--- src/eq3_pkg.sv ---
`timescale 1ns / 1ps
`default_nettype none

package eq3_pkg;

	localparam int SAMPLE_WIDTH_DEF   = 16;
	localparam int COEF_FRAC_BITS_DEF = 30;

	localparam int NUM_BANDS = 3;
	localparam int BAND_W    = 2;
	localparam logic [BAND_W-1:0] LAST_BAND = BAND_W'(NUM_BANDS - 1);

	// band history is Q24.16
	localparam int HIST_W     = 40;
	localparam int HIST_FRAC  = 16;
	localparam int GAIN_W     = 16;
	localparam int GAIN_FRAC  = 12;
	localparam logic [GAIN_W-1:0] GAIN_RESET = GAIN_W'(4096);

	// multiplier operand A: 24-bit signed history high part, sign-extended by one bit
	localparam int OPA_W = HIST_W - HIST_FRAC + 1;
	// band accumulator and gain sum
	localparam int ACC_W = 48;
	localparam int SUM_W = 60;
	localparam int OUT_SHIFT = HIST_FRAC + GAIN_FRAC;

	localparam int CFG_ADDR_W = 2;
	typedef enum logic [CFG_ADDR_W-1:0] {
		REG_BASS_GAIN   = 2'd0,
		REG_MID_GAIN    = 2'd1,
		REG_TREBLE_GAIN = 2'd2
	} cfg_reg_t;

	// Q2.30 coefficients per band: b0, b1, b2, a1, a2
	localparam longint COEF_Q30 [NUM_BANDS][5] = '{
		'{64'sd332167, 64'sd664333, 64'sd332167, -64'sd2093407257, 64'sd1020994099},
		'{64'sd60203957, 64'sd0, -64'sd60203957, -64'sd1678769672, 64'sd622212148},
		'{64'sd715799293, -64'sd1431598587, 64'sd715799293, -64'sd1308761722,
		  64'sd480693627}
	};

	// round half up from Q2.30 to the given number of fraction bits
	function automatic longint coef_round(longint q, int frac);
		longint half;
		int     drop;
		drop = 30 - frac;
		half = (drop > 0) ? (64'sd1 <<< (drop - 1)) : 64'sd0;
		return (q + half) >>> drop;
	endfunction

	// microcode fields
	typedef enum logic [2:0] {
		OPA_X0, OPA_X1, OPA_X2, OPA_Y1HI, OPA_Y1LO, OPA_Y2HI, OPA_Y2LO
	} opa_t;

	typedef enum logic [2:0] {
		OPB_B0, OPB_B1, OPB_B2, OPB_A1, OPB_A2, OPB_GAIN
	} opb_t;

	typedef enum logic [1:0] {
		T_HOLD, T_LOAD, T_MERGE
	} top_t;

	typedef enum logic [1:0] {
		ACC_HOLD, ACC_LOAD, ACC_ADD, ACC_SUB
	} accop_t;

	typedef enum logic {
		SH_X, SH_Y
	} shsel_t;

	typedef enum logic [1:0] {
		SEQ_NEXT, SEQ_LOOP, SEQ_DONE
	} seqop_t;

	typedef struct packed {
		opa_t   a_sel;
		opb_t   b_sel;
		top_t   t_op;
		accop_t acc_op;
		shsel_t acc_sh;
		logic   hist_upd;
		logic   sum_add;
		seqop_t seq;
	} uword_t;

	localparam uword_t UW_NOP = '{
		a_sel: OPA_X0, b_sel: OPB_B0, t_op: T_HOLD, acc_op: ACC_HOLD,
		acc_sh: SH_X, hist_upd: 1'b0, sum_add: 1'b0, seq: SEQ_NEXT
	};

	localparam int PC_W = 4;
	localparam logic [PC_W-1:0] UC_LOOP = PC_W'(0);

	typedef struct packed {
		logic              load_x;
		logic              en;
		logic [BAND_W-1:0] band;
		uword_t            uw;
	} ctrl_t;

	typedef enum logic {
		ST_IDLE, ST_RUN
	} st_t;

endpackage

`default_nettype wire

--- src/eq3_ucode_rom.sv ---
`timescale 1ns / 1ps
`default_nettype none

module eq3_ucode_rom (
	input  wire logic [eq3_pkg::PC_W-1:0] pc,
	output eq3_pkg::uword_t               uw
);
	import eq3_pkg::*;

	// One band pass, looped for each band, then a final output step. Products land
	// in prod, then in the term register, then in the accumulators.
	always_comb begin
		uw = UW_NOP;
		case (pc)
			PC_W'(0): begin
				uw.a_sel = OPA_X0;
				uw.b_sel = OPB_B0;
			end
			PC_W'(1): begin
				uw.a_sel = OPA_X1;
				uw.b_sel = OPB_B1;
				uw.t_op  = T_LOAD;
			end
			PC_W'(2): begin
				uw.a_sel  = OPA_X2;
				uw.b_sel  = OPB_B2;
				uw.t_op   = T_LOAD;
				uw.acc_op = ACC_LOAD;
				uw.acc_sh = SH_X;
			end
			PC_W'(3): begin
				uw.a_sel  = OPA_Y1HI;
				uw.b_sel  = OPB_A1;
				uw.t_op   = T_LOAD;
				uw.acc_op = ACC_ADD;
				uw.acc_sh = SH_X;
			end
			PC_W'(4): begin
				uw.a_sel  = OPA_Y1LO;
				uw.b_sel  = OPB_A1;
				uw.t_op   = T_LOAD;
				uw.acc_op = ACC_ADD;
				uw.acc_sh = SH_X;
			end
			PC_W'(5): begin
				uw.a_sel = OPA_Y2HI;
				uw.b_sel = OPB_A2;
				uw.t_op  = T_MERGE;
			end
			PC_W'(6): begin
				uw.a_sel  = OPA_Y2LO;
				uw.b_sel  = OPB_A2;
				uw.t_op   = T_LOAD;
				uw.acc_op = ACC_SUB;
				uw.acc_sh = SH_Y;
			end
			PC_W'(7): begin
				uw.t_op = T_MERGE;
			end
			PC_W'(8): begin
				uw.acc_op = ACC_SUB;
				uw.acc_sh = SH_Y;
			end
			PC_W'(9): begin
				uw.hist_upd = 1'b1;
			end
			PC_W'(10): begin
				uw.a_sel = OPA_Y1HI;
				uw.b_sel = OPB_GAIN;
			end
			PC_W'(11): begin
				uw.a_sel = OPA_Y1LO;
				uw.b_sel = OPB_GAIN;
				uw.t_op  = T_LOAD;
			end
			PC_W'(12): begin
				uw.t_op = T_MERGE;
			end
			PC_W'(13): begin
				uw.sum_add = 1'b1;
				uw.seq     = SEQ_LOOP;
			end
			PC_W'(14): begin
				uw.seq = SEQ_DONE;
			end
			default: begin
				uw = UW_NOP;
			end
		endcase
	end

endmodule

`default_nettype wire

--- src/eq3_sequencer.sv ---
`timescale 1ns / 1ps
`default_nettype none

module eq3_sequencer (
	input  wire logic  clk,
	input  wire logic  arst_n,
	input  wire logic  s_axis_tvalid,
	output logic       s_axis_tready,
	output logic       m_axis_tvalid,
	input  wire logic  m_axis_tready,
	output eq3_pkg::ctrl_t ctrl
);
	import eq3_pkg::*;

	st_t               state_q, state_d;
	logic [PC_W-1:0]   pc_q;
	logic [BAND_W-1:0] band_q;
	logic              out_valid_q;
	uword_t            uw;
	logic              stall;
	logic              en;
	logic              accept;

	eq3_ucode_rom u_rom (
		.pc (pc_q),
		.uw (uw)
	);

	// the final step waits while the previous result is still held
	assign stall = (uw.seq == SEQ_DONE) && out_valid_q && !m_axis_tready;

	always_comb begin
		state_d = state_q;
		case (state_q)
			ST_IDLE: begin
				if (s_axis_tvalid) state_d = ST_RUN;
			end
			ST_RUN: begin
				if (!stall && uw.seq == SEQ_DONE) state_d = ST_IDLE;
			end
			default: begin
				state_d = ST_IDLE;
			end
		endcase
	end

	always_comb begin
		s_axis_tready = 1'b0;
		en            = 1'b0;
		case (state_q)
			ST_IDLE: begin
				s_axis_tready = 1'b1;
			end
			ST_RUN: begin
				en = !stall;
			end
			default: begin
				s_axis_tready = 1'b0;
			end
		endcase
	end

	assign accept = s_axis_tvalid && s_axis_tready;

	always_ff @(posedge clk or negedge arst_n) begin
		if (!arst_n) begin
			state_q     <= ST_IDLE;
			pc_q        <= '0;
			band_q      <= '0;
			out_valid_q <= 1'b0;
		end else begin
			state_q <= state_d;
			if (accept) begin
				pc_q   <= '0;
				band_q <= '0;
			end else if (en) begin
				case (uw.seq)
					SEQ_NEXT: begin
						pc_q <= pc_q + PC_W'(1);
					end
					SEQ_LOOP: begin
						if (band_q == LAST_BAND) begin
							pc_q   <= pc_q + PC_W'(1);
							band_q <= '0;
						end else begin
							pc_q   <= UC_LOOP;
							band_q <= band_q + BAND_W'(1);
						end
					end
					default: begin
						pc_q <= pc_q;
					end
				endcase
			end
			if (en && uw.seq == SEQ_DONE) begin
				out_valid_q <= 1'b1;
			end else if (m_axis_tready) begin
				out_valid_q <= 1'b0;
			end
		end
	end

	assign m_axis_tvalid = out_valid_q;

	always_comb begin
		ctrl.load_x = accept;
		ctrl.en     = en;
		ctrl.band   = band_q;
		ctrl.uw     = uw;
	end

endmodule

`default_nettype wire

--- src/eq3_datapath.sv ---
`timescale 1ns / 1ps
`default_nettype none

module eq3_datapath #(
	parameter int SAMPLE_WIDTH   = eq3_pkg::SAMPLE_WIDTH_DEF,
	parameter int COEF_FRAC_BITS = eq3_pkg::COEF_FRAC_BITS_DEF,
	parameter int DATA_W         = ((SAMPLE_WIDTH + 7) / 8) * 8
) (
	input  wire logic                            clk,
	input  wire logic                            arst_n,
	input  wire eq3_pkg::ctrl_t                  ctrl,
	input  wire logic [DATA_W-1:0]               s_axis_tdata,
	input  wire logic                            cfg_we,
	input  wire logic [eq3_pkg::CFG_ADDR_W-1:0]  cfg_addr,
	input  wire logic [eq3_pkg::GAIN_W-1:0]      cfg_wdata,
	output logic [DATA_W-1:0]                    m_axis_tdata
);
	import eq3_pkg::*;

	localparam int CW    = COEF_FRAC_BITS + 2;
	localparam int PW    = OPA_W + CW;
	localparam int TW    = PW + HIST_FRAC;
	localparam int SH_XN = COEF_FRAC_BITS - HIST_FRAC;
	localparam int SH_YN = COEF_FRAC_BITS;
	localparam int RW    = SUM_W - OUT_SHIFT;

	localparam logic signed [ACC_W-1:0] HIST_MAX =
		{{(ACC_W - HIST_W + 1){1'b0}}, {(HIST_W - 1){1'b1}}};
	localparam logic signed [ACC_W-1:0] HIST_MIN = ~HIST_MAX;
	localparam logic signed [SUM_W-1:0] RND_HALF = SUM_W'(1) <<< (OUT_SHIFT - 1);
	localparam logic [RW-1:0] OUT_MAX = RW'((64'd1 << SAMPLE_WIDTH) - 64'd1);

	logic [SAMPLE_WIDTH-1:0]  x0_q, x1_q, x2_q;
	logic signed [HIST_W-1:0] y1_q [NUM_BANDS];
	logic signed [HIST_W-1:0] y2_q [NUM_BANDS];
	logic [GAIN_W-1:0]        gain_q [NUM_BANDS];

	logic signed [PW-1:0]     prod_s1;
	logic signed [TW-1:0]     t_q;
	logic signed [ACC_W-1:0]  acc_q;
	logic signed [SUM_W-1:0]  sum_q;
	logic [DATA_W-1:0]        out_q;

	logic signed [HIST_W-1:0] y1_sel, y2_sel;
	logic signed [OPA_W-1:0]  op_a;
	logic signed [CW-1:0]     op_b;
	logic signed [ACC_W-1:0]  term;
	logic signed [HIST_W-1:0] y_sat;
	logic signed [SUM_W-1:0]  rsum;
	logic [RW-1:0]            rnd;
	logic [SAMPLE_WIDTH-1:0]  res;

	assign y1_sel = y1_q[ctrl.band];
	assign y2_sel = y2_q[ctrl.band];

	always_comb begin
		case (ctrl.uw.a_sel)
			OPA_X0:   op_a = {{(OPA_W - SAMPLE_WIDTH){1'b0}}, x0_q};
			OPA_X1:   op_a = {{(OPA_W - SAMPLE_WIDTH){1'b0}}, x1_q};
			OPA_X2:   op_a = {{(OPA_W - SAMPLE_WIDTH){1'b0}}, x2_q};
			OPA_Y1HI: op_a = {{(OPA_W - HIST_W + HIST_FRAC){y1_sel[HIST_W-1]}},
				y1_sel[HIST_W-1:HIST_FRAC]};
			OPA_Y1LO: op_a = {{(OPA_W - HIST_FRAC){1'b0}}, y1_sel[HIST_FRAC-1:0]};
			OPA_Y2HI: op_a = {{(OPA_W - HIST_W + HIST_FRAC){y2_sel[HIST_W-1]}},
				y2_sel[HIST_W-1:HIST_FRAC]};
			OPA_Y2LO: op_a = {{(OPA_W - HIST_FRAC){1'b0}}, y2_sel[HIST_FRAC-1:0]};
			default:  op_a = '0;
		endcase
	end

	// coefficient table folds to constants
	always_comb begin
		case (ctrl.uw.b_sel)
			OPB_B0:   op_b = CW'(coef_round(COEF_Q30[ctrl.band][0], COEF_FRAC_BITS));
			OPB_B1:   op_b = CW'(coef_round(COEF_Q30[ctrl.band][1], COEF_FRAC_BITS));
			OPB_B2:   op_b = CW'(coef_round(COEF_Q30[ctrl.band][2], COEF_FRAC_BITS));
			OPB_A1:   op_b = CW'(coef_round(COEF_Q30[ctrl.band][3], COEF_FRAC_BITS));
			OPB_A2:   op_b = CW'(coef_round(COEF_Q30[ctrl.band][4], COEF_FRAC_BITS));
			OPB_GAIN: op_b = {{(CW - GAIN_W){1'b0}}, gain_q[ctrl.band]};
			default:  op_b = '0;
		endcase
	end

	// floored term: x products carry 16 fewer fraction bits than history products
	always_comb begin
		case (ctrl.uw.acc_sh)
			SH_X:    term = ACC_W'(t_q >>> SH_XN);
			SH_Y:    term = ACC_W'(t_q >>> SH_YN);
			default: term = '0;
		endcase
	end

	always_comb begin
		if (acc_q > HIST_MAX) begin
			y_sat = HIST_W'(HIST_MAX);
		end else if (acc_q < HIST_MIN) begin
			y_sat = HIST_W'(HIST_MIN);
		end else begin
			y_sat = HIST_W'(acc_q);
		end
	end

	assign rsum = sum_q + RND_HALF;
	assign rnd  = rsum[SUM_W-1:OUT_SHIFT];

	always_comb begin
		if (rnd[RW-1]) begin
			res = '0;
		end else if (rnd > OUT_MAX) begin
			res = SAMPLE_WIDTH'(OUT_MAX);
		end else begin
			res = rnd[SAMPLE_WIDTH-1:0];
		end
	end

	// payload registers
	always_ff @(posedge clk) begin
		if (ctrl.load_x) begin
			x0_q  <= s_axis_tdata[SAMPLE_WIDTH-1:0];
			sum_q <= '0;
		end
		if (ctrl.en) begin
			prod_s1 <= op_a * op_b;
			case (ctrl.uw.t_op)
				T_LOAD:  t_q <= TW'(prod_s1);
				T_MERGE: t_q <= (t_q <<< HIST_FRAC) + TW'(prod_s1);
				default: t_q <= t_q;
			endcase
			case (ctrl.uw.acc_op)
				ACC_LOAD: acc_q <= term;
				ACC_ADD:  acc_q <= acc_q + term;
				ACC_SUB:  acc_q <= acc_q - term;
				default:  acc_q <= acc_q;
			endcase
			if (ctrl.uw.sum_add) sum_q <= sum_q + SUM_W'(t_q);
			if (ctrl.uw.seq == SEQ_DONE) out_q <= DATA_W'(res);
		end
	end

	// filter state and gains
	always_ff @(posedge clk or negedge arst_n) begin
		if (!arst_n) begin
			x1_q <= '0;
			x2_q <= '0;
			for (int b = 0; b < NUM_BANDS; b++) begin
				y1_q[b]   <= '0;
				y2_q[b]   <= '0;
				gain_q[b] <= GAIN_RESET;
			end
		end else begin
			if (ctrl.en && ctrl.uw.hist_upd) begin
				y2_q[ctrl.band] <= y1_sel;
				y1_q[ctrl.band] <= y_sat;
			end
			if (ctrl.en && ctrl.uw.seq == SEQ_DONE) begin
				x2_q <= x1_q;
				x1_q <= x0_q;
			end
			if (cfg_we) begin
				case (cfg_addr)
					REG_BASS_GAIN:   gain_q[0] <= cfg_wdata;
					REG_MID_GAIN:    gain_q[1] <= cfg_wdata;
					REG_TREBLE_GAIN: gain_q[2] <= cfg_wdata;
					default:         gain_q[0] <= gain_q[0];
				endcase
			end
		end
	end

	assign m_axis_tdata = out_q;

endmodule

`default_nettype wire

--- src/three_band_biquad_equalizer_top.sv ---
`timescale 1ns / 1ps
`default_nettype none

// Three-band equalizer: each input sample runs through a fixed 250 Hz lowpass,
// a 250 Hz to 4 kHz bandpass and a 4 kHz highpass (direct form I biquads),
// the band outputs are scaled by bass_gain, mid_gain and treble_gain
// (unsigned Q4.12, reset to unity) and summed, then rounded and clamped to an
// unsigned sample. One result per input. From the input transfer to the output
// register, an item runs a microcode program of 14 steps per band, three times
// on a single shared multiplier, plus one step for rounding. A new sample is
// taken as soon as the previous one has reached the output register; the
// output register holds its result until transferred, and the rounding step
// waits while it is still full.
// Gain registers are written through cfg_we/cfg_addr/cfg_wdata; the user must
// write them only while idle, as the block itself does not enforce it.
module three_band_biquad_equalizer_top #(
	parameter int SAMPLE_WIDTH   = eq3_pkg::SAMPLE_WIDTH_DEF,
	parameter int COEF_FRAC_BITS = eq3_pkg::COEF_FRAC_BITS_DEF,
	parameter int DATA_W         = ((SAMPLE_WIDTH + 7) / 8) * 8
) (
	input  wire logic                           clk,
	input  wire logic                           arst_n,
	input  wire logic                           s_axis_tvalid,
	output logic                                s_axis_tready,
	input  wire logic [DATA_W-1:0]              s_axis_tdata,  // sample_in
	output logic                                m_axis_tvalid,
	input  wire logic                           m_axis_tready,
	output logic [DATA_W-1:0]                   m_axis_tdata,  // sample_out
	input  wire logic                           cfg_we,
	input  wire logic [eq3_pkg::CFG_ADDR_W-1:0] cfg_addr,
	input  wire logic [eq3_pkg::GAIN_W-1:0]     cfg_wdata
);
	import eq3_pkg::*;

	ctrl_t ctrl;

	eq3_sequencer u_seq (
		.clk           (clk),
		.arst_n        (arst_n),
		.s_axis_tvalid (s_axis_tvalid),
		.s_axis_tready (s_axis_tready),
		.m_axis_tvalid (m_axis_tvalid),
		.m_axis_tready (m_axis_tready),
		.ctrl          (ctrl)
	);

	eq3_datapath #(
		.SAMPLE_WIDTH   (SAMPLE_WIDTH),
		.COEF_FRAC_BITS (COEF_FRAC_BITS),
		.DATA_W         (DATA_W)
	) u_dp (
		.clk          (clk),
		.arst_n       (arst_n),
		.ctrl         (ctrl),
		.s_axis_tdata (s_axis_tdata),
		.cfg_we       (cfg_we),
		.cfg_addr     (cfg_addr),
		.cfg_wdata    (cfg_wdata),
		.m_axis_tdata (m_axis_tdata)
	);

endmodule

`default_nettype wire

--- config.mk ---
export PLATFORM = sky130hd
export DESIGN_NAME = three_band_biquad_equalizer_top
export DESIGN_NICKNAME = d
export VERILOG_FILES = /design/src/eq3_pkg.sv /design/src/eq3_ucode_rom.sv /design/src/eq3_sequencer.sv /design/src/eq3_datapath.sv /design/src/three_band_biquad_equalizer_top.sv
export SDC_FILE = /design/constraint.sdc
export NUM_CORES = 2
export LEC_CHECK = 0
export ABC_AREA = 1
export BUFFER_PORTS_ARGS = -buffer_cell sky130_fd_sc_hd__buf_4
export CAP_MARGIN = 15
export CORE_MARGIN = 8
export CORE_UTILIZATION = 50
export CTS_BUF_LIST = sky130_fd_sc_hd__clkbuf_16
export DETAILED_ROUTE_END_ITERATION = 12
export GPL_ROUTABILITY_DRIVEN = 1
export MAX_ROUTING_LAYER = met4
export PLACE_DENSITY = 0.65
export SLEW_MARGIN = 10
export SYNTH_ARGS = -nofsm -noshare
export SYNTH_HDL_FRONTEND = slang
export SYNTH_SLANG_ARGS = --single-unit
--- constraint.sdc ---
create_clock -name clk -period 9.9 [get_ports clk]
set_clock_uncertainty 0.15 [all_clocks]
set_input_delay 1.98 -clock clk [delete_from_list [all_inputs] [get_ports clk]]
set_output_delay 1.98 -clock clk [all_outputs]
set_load 0.05 [all_outputs]
Yosys cells after proc, flatten, opt, wreduce, memory -nomap -nowiden
Index checks and enable logic that the tools add are counted.
- register bits: 598
- output and inout bits: 18
- logic and storage cells: 151
- muxes and demuxes: 48
- add/subtract/negate cells: 7
- bitwise gates (word level): 3
- multipliers: 1
- reduce and logical (&&, ||, !) cells: 31
- equal/unequal tests: 35
- $lt $le $gt $ge: 5
- operator list (cell ; count):
    $bmux W320 S2 ; 1
    $mux W288 ; 2
    $mux W40 ; 7
    $bwmux W120 ; 2
    $pmux W32 S6 ; 1
    $mux W60 ; 3
    $pmux W25 S7 ; 1
    $bmux W40 S2 ; 2
    $pmux W73 S2 ; 1
    $pmux W48 S3 ; 1
    $pmux W48 S2 ; 1
    $demux W40 S2 ; 1
    $add A73 B57 Y73 ; 1
    $add A60 B29 Y60 const B ; 1
    $add A60 B60 Y60 ; 1
    $mul A25 B32 Y57 ; 1
    $add A48 B48 Y48 ; 1
    $gt A48 B40 Y1 const B ; 1
    $lt A48 B40 Y1 const B ; 1
    $mux W16 ; 3
    $pmux W6 S8 ; 1
    $sub A48 B48 Y48 ; 1
    $bmux W16 S2 ; 1
    $gt A32 B16 Y1 const B ; 1
    other kinds (32) ; 93

Depth between registers and ports, before layout
- word-level depth: 9
- gate-level depth with buffers: 47

By module
From an unflattened synthesis, not the netlist that was laid out.
- cell total of the unflattened synthesis: 9756
- area, all modules: 70721.6 µm²
- by module, submodules not included (module ; seq. area each (µm²) ; instances ; area each (µm²) ; cells each):
    eq3_datapath ; 15518.6 ; 1 ; 70053.4 ; 9644
    eq3_sequencer ; 200.2 ; 1 ; 450.4 ; 60
    eq3_ucode_rom ; 0.0 ; 1 ; 217.7 ; 52

Least setup slack after synthesis
Ideal clock, no wire load.
- kind: reg-to-reg
- start point: register u_seq.band_q[0]
- end point: register u_dp.prod_s1[56] (data pin)
- clock period less this slack: 8.476 ns
- setup time: 0.253 ns
- path slack: 1.424 ns
- data arrival time: 8.072 ns
- data required time: 9.497 ns
- stages on the path, launching flop included: 31
- cell sequence: dfrtp_1 -> inv_1 -> clkbuf_1 -> clkbuf_1 -> buf_2 -> ha_1 -> clkinv_1 -> nor2_8 -> nor3_4 -> inv_2 -> buf_2 -> nand2_1 -> fa_1 -> inv_1 -> fa_1 -> inv_1 -> fa_1 -> inv_1 -> fa_1 -> fa_1 -> fa_1 -> fa_1 -> ha_1 -> a21oi_1 -> inv_1 -> a31oi_1 -> o21ai_0 -> a221oi_1 -> nand3_1 -> nand2_1 -> nand2_1
- word-level cells in the longest chain between the ends: 6
- ends and longest elaborated chain (what ; line ; RTL):
    start, declared ; eq3_sequencer.sv:17 ; logic [BAND_W-1:0] band_q;
    start signal, assigned ; eq3_sequencer.sv:87 ; band_q <= band_q + BAND_W'(1);
    $not A2 Y3 (implied by the code) * ; - ;
    $bmux W40 S2, or another cell as far along ; eq3_datapath.sv:54 ; assign y2_sel = y2_q[ctrl.band];
    $mux W40 (implied by the code), or another cell as far along (2 in series) ; eq3_datapath.sv:54 ;
    $pmux W25 S7 / $pmux W32 S6 (equally long branches) ; eq3_datapath.sv:57, eq3_datapath.sv:73 ;
    $mul A25 B32 Y57 * ; eq3_datapath.sv:123 ; prod_s1 <= op_a * op_b;
    end signal, assigned ; eq3_datapath.sv:123 ;
    end, declared ; eq3_datapath.sv:38 ; logic signed [PW-1:0] prod_s1;
Mark *: on every way between the ends. The rest lies on a longest branch, timed or not. The select of a mux whose other input is x is not followed.
A chain may end at the register's enable or synchronous reset.

Worst setup path in the final report
- start point: register u_seq.pc_q[0]
- end point: register u_dp.prod_s1[56] (data pin)
- word-level cells in the longest chain between the ends: 5
- ends and longest elaborated chain (what ; line ; RTL):
    start, declared ; eq3_sequencer.sv:16 ; logic [PC_W-1:0] pc_q;
    start signal, assigned ; eq3_sequencer.sv:79 ; pc_q <= pc_q + PC_W'(1);
    start signal, assigned ; eq3_sequencer.sv:83 ; pc_q <= pc_q + PC_W'(1);
    start signal, assigned ; eq3_sequencer.sv:91 ; pc_q <= pc_q;
    $eq A4 B4 Y1, or another cell as far along ; eq3_ucode_rom.sv:14 ; case (pc)
    $pmux W6 S8 * ; eq3_ucode_rom.sv:14 ;
    $eq A3 B3 Y1, or another cell as far along ; eq3_datapath.sv:57 ; case (ctrl.uw.a_sel)
    $pmux W25 S7 / $pmux W32 S6 (equally long branches) ; eq3_datapath.sv:57, eq3_datapath.sv:73 ;
    $mul A25 B32 Y57 * ; eq3_datapath.sv:123 ;
Mark *: on every way between the ends. The rest lies on a longest branch, timed or not.

==> out/qor.yml <==
cp_max_fo: 15
tightest_slew_ns: 1.13
grt_use_total_pct: 33.1
placed_cell_area_um2: 72800
synth_top_area_cell: "fa_1"
clk_latency_ns: 0.72
drt-vias-per-instance: 5.59
ff_latch_area_um2: 15700
fillCellCount: 13462
ys.flop_type: "dfrtp_1"
chipWidth_um: 390
portBuffers: 56
regToRegSetupSlack_ns: 0.29
core_area_um2: 139000
synth.most_common_cell: "nand2_1"
synth_area_leaders: "fa_1 24%, dfrtp_1 12%, nand2_1 11%"
clk_pin_slew_ns: 0.06
cts_sinks: 598
synth_area_um2: 69800
die_y_um: 390
slew_headroom_pct: 24.4
yosysUniqueCellTypes: 70
synth-edff-count: 210
row_count: 137
end_kind: "register"
outcome: "completed"
grt_pass1_wl_um: 375000
cpPeakStageDelay_ns: 0.73
synth_seq_area_share_pct: 22.5
synth.top_cell.area_share_pct: 23.6
synthCells: 9196
setup.worst_path.start_class: "register"
drv_cap: 0
h-tree-depth: 3
hold_viol: 0
antenna_found_initial: 5
grt_max_degree: 183
worst-endpoint-required_ns: 10.18
drt-total-wl_um: 248000
drc: 0
synth-async-reset-ratio_pct: 54.8
firstDrtPassIters: 7
drv_slew: 0
worstSetupPathType: "register to register"
drive_above_1_share_pct: 6.88
timing.fmax_mhz: 104
rsz0062_at_grt: "no"
dp.final_hpwl_um: 201000
dr_total_vias: 62372
finalCritPeriodShare_pct: 97.1
design_area_um2: 75200
finalSetupViolCount: 0
syn_avg_cell_area_um2: 7.59
cts_tree: "done"
hp-class: "register to register"
dieArea_um2: 152000
nets: 10410
pin_count: 57
cts_buffer_depth: 3
first_global_vias: 61828
min_period_ns: 9.61
syn_to_final_growth_pct: 7.78
initial_core_util_pct: 50.2
slowest_stage: "nand4_1"
routedWlPerCell_um: 22.2
ant_nets: 0
yosys_warnings: 0
cts_hold_buf: 0
overflow: 0
ctsRootBufferMaster: "clkbuf_16"
setup-tns-final_ns: 0
multi_input_area_um2: 45900
path_common_cell: "fa_1"
routabilityCongestion: 1.05
cts_buffers: 73
dr.first_iter.drc_count: 6173
worstPathArrival_ns: 9.89
yosys_register_bits: 598
synth_commonest_cells: "1985 x nand2_1, 1769 x inv_1, 934 x nor2_1"
==> final cells by class <==
class	count	share of cell area (%)
multi-input cells	6469	61.0
flip-flops and latches	598	20.9
inverters	1835	9.18
well taps	1876	3.12
repair buffers	243	2.65
clock buffers	77	2.56
clock inverters	57	0.609
diodes	4	0.0133
==> registers in the layout, summed over array words and instances, names as in the netlist <==
name,flops
u_dp.y1_q,120
u_dp.y2_q,120
u_dp.t_q,73
u_dp.sum_q,60
u_dp.prod_s1,57
u_dp.acc_q,48
u_dp.gain_q,48
u_dp.m_axis_tdata,16
u_dp.x0_q,16
u_dp.x1_q,16
u_dp.x2_q,16
u_seq.pc_q,4
u_seq.band_q,2
u_seq.m_axis_tvalid,1
u_seq.state_q,1
==> worst paths after layout <==
| check | cells past startpoint | end | startpoint |
|---|---|---|---|
| min reg2reg | 0 | u_dp.t_q[15]$_DFFE_PP_ | u_dp.prod_s1[15]$_DFFE_PP_ |
| max in group asynchronous | 2 | u_seq.band_q[0]$_DFFE_PN0P_ | arst_n |
| max reg2reg | 32 | u_dp.prod_s1[56]$_DFFE_PP_ | u_seq.pc_q[0]$_DFFE_PN0P_ |
| min | 0 | u_dp.t_q[15]$_DFFE_PP_ | u_dp.prod_s1[15]$_DFFE_PP_ |
| min in group asynchronous | 1 | u_dp.y1_q[67]$_DFFE_PN0P_ | arst_n |
| max | 32 | u_dp.prod_s1[56]$_DFFE_PP_ | u_seq.pc_q[0]$_DFFE_PN0P_ |
==> through the flow <==
stage / setup slack (ns) / instances / utilization [%] / hold WS, ns
floorplan: 1.42 / 9202 / - / 0.250
global placement: 0.515 / 11017 / 52.4 / 0.253
detailed placement: 0.373 / 11017 / 52.4 / 0.255
CTS: 0.275 / 11151 / 54.1 / 0.265
global route: 0.0230 / 11157 / 54.1 / 0.283
finish: 0.287 / 11159 / 54.1 / 0.267
==> cells by family after synthesis <==
kind of cell	synth area share (%)
AND/OR/NAND/NOR	21.8
buffers and inverters	11.9
XOR/XNOR	2.35
multiplexers	0.0143
AO/OA/AOI/OAI	11.9
other	0.0108
adder cells (fa/ha/maj)	29.5
flip-flops	22.5
==> layout by cell type, fill, tap and decap left out, types with 8 or more instances in the layout <==
master / Yosys / routed
dfxtp_1: 60 / 60
nor4_1: 16 / 15
o21a_1: 10 / 10
ha_1: 328 / 328
a221oi_2: 8 / 8
o22ai_1: 14 / 14
edfxtp_1: 210 / 210
o21ai_0: 825 / 824
fa_1: 823 / 823
a21o_1: 37 / 37
a21boi_0: 15 / 15
nor2_2: 18 / 16
nor2_1: 934 / 930
o21ai_2: 8 / 13
nand2_1: 1985 / 1985
or2_2: 91 / 91
nand3_1: 332 / 332
inv_2: 60 / 60
a32oi_1: 28 / 28
o211ai_1: 11 / 11
xor2_1: 119 / 118
nand2_2: 30 / 30
a221oi_1: 12 / 12
dfrtp_1: 325 / 323
o21bai_1: 39 / 39
o21ai_1: 36 / 30
buf_12: 0 / 13
a31oi_1: 38 / 38
nand3b_1: 17 / 17
clkbuf_16: 0 / 77
inv_1: 1769 / 1781
a21oi_1: 371 / 370
a22o_1: 20 / 20
buf_4: 14 / 229
clkinv_1: 2 / 22
conb_1: 2 / 8
nor2_4: 9 / 15
xnor2_1: 68 / 68
nor3_1: 77 / 77
nand4_1: 69 / 69
==> worst max-delay path, delay by kind of cell, from the launching register on <==
family,cells,cell delay [ns]
compound gates,3,0.92
fa+ha+maj,9,4.39
buf+inv,9,1.54
flops,1,0.43
simple gates,11,1.91
==> per-layer routing <==
metal  part of all wire (%)  track usage (%)
met2                     44             49.6
met3                    9.1             6.15
met4                    5.0             13.7
met1                     42             44.4
met5                      0                -
==> what timing repair did <==
item	in CTS	in global routing
endpoints found under the setup margin	0	12
setup buffers	0	4
resized for setup	0	2
Power is not shown: default switching activity piles up to over one toggle a cycle in this logic, so the estimate is an artifact.
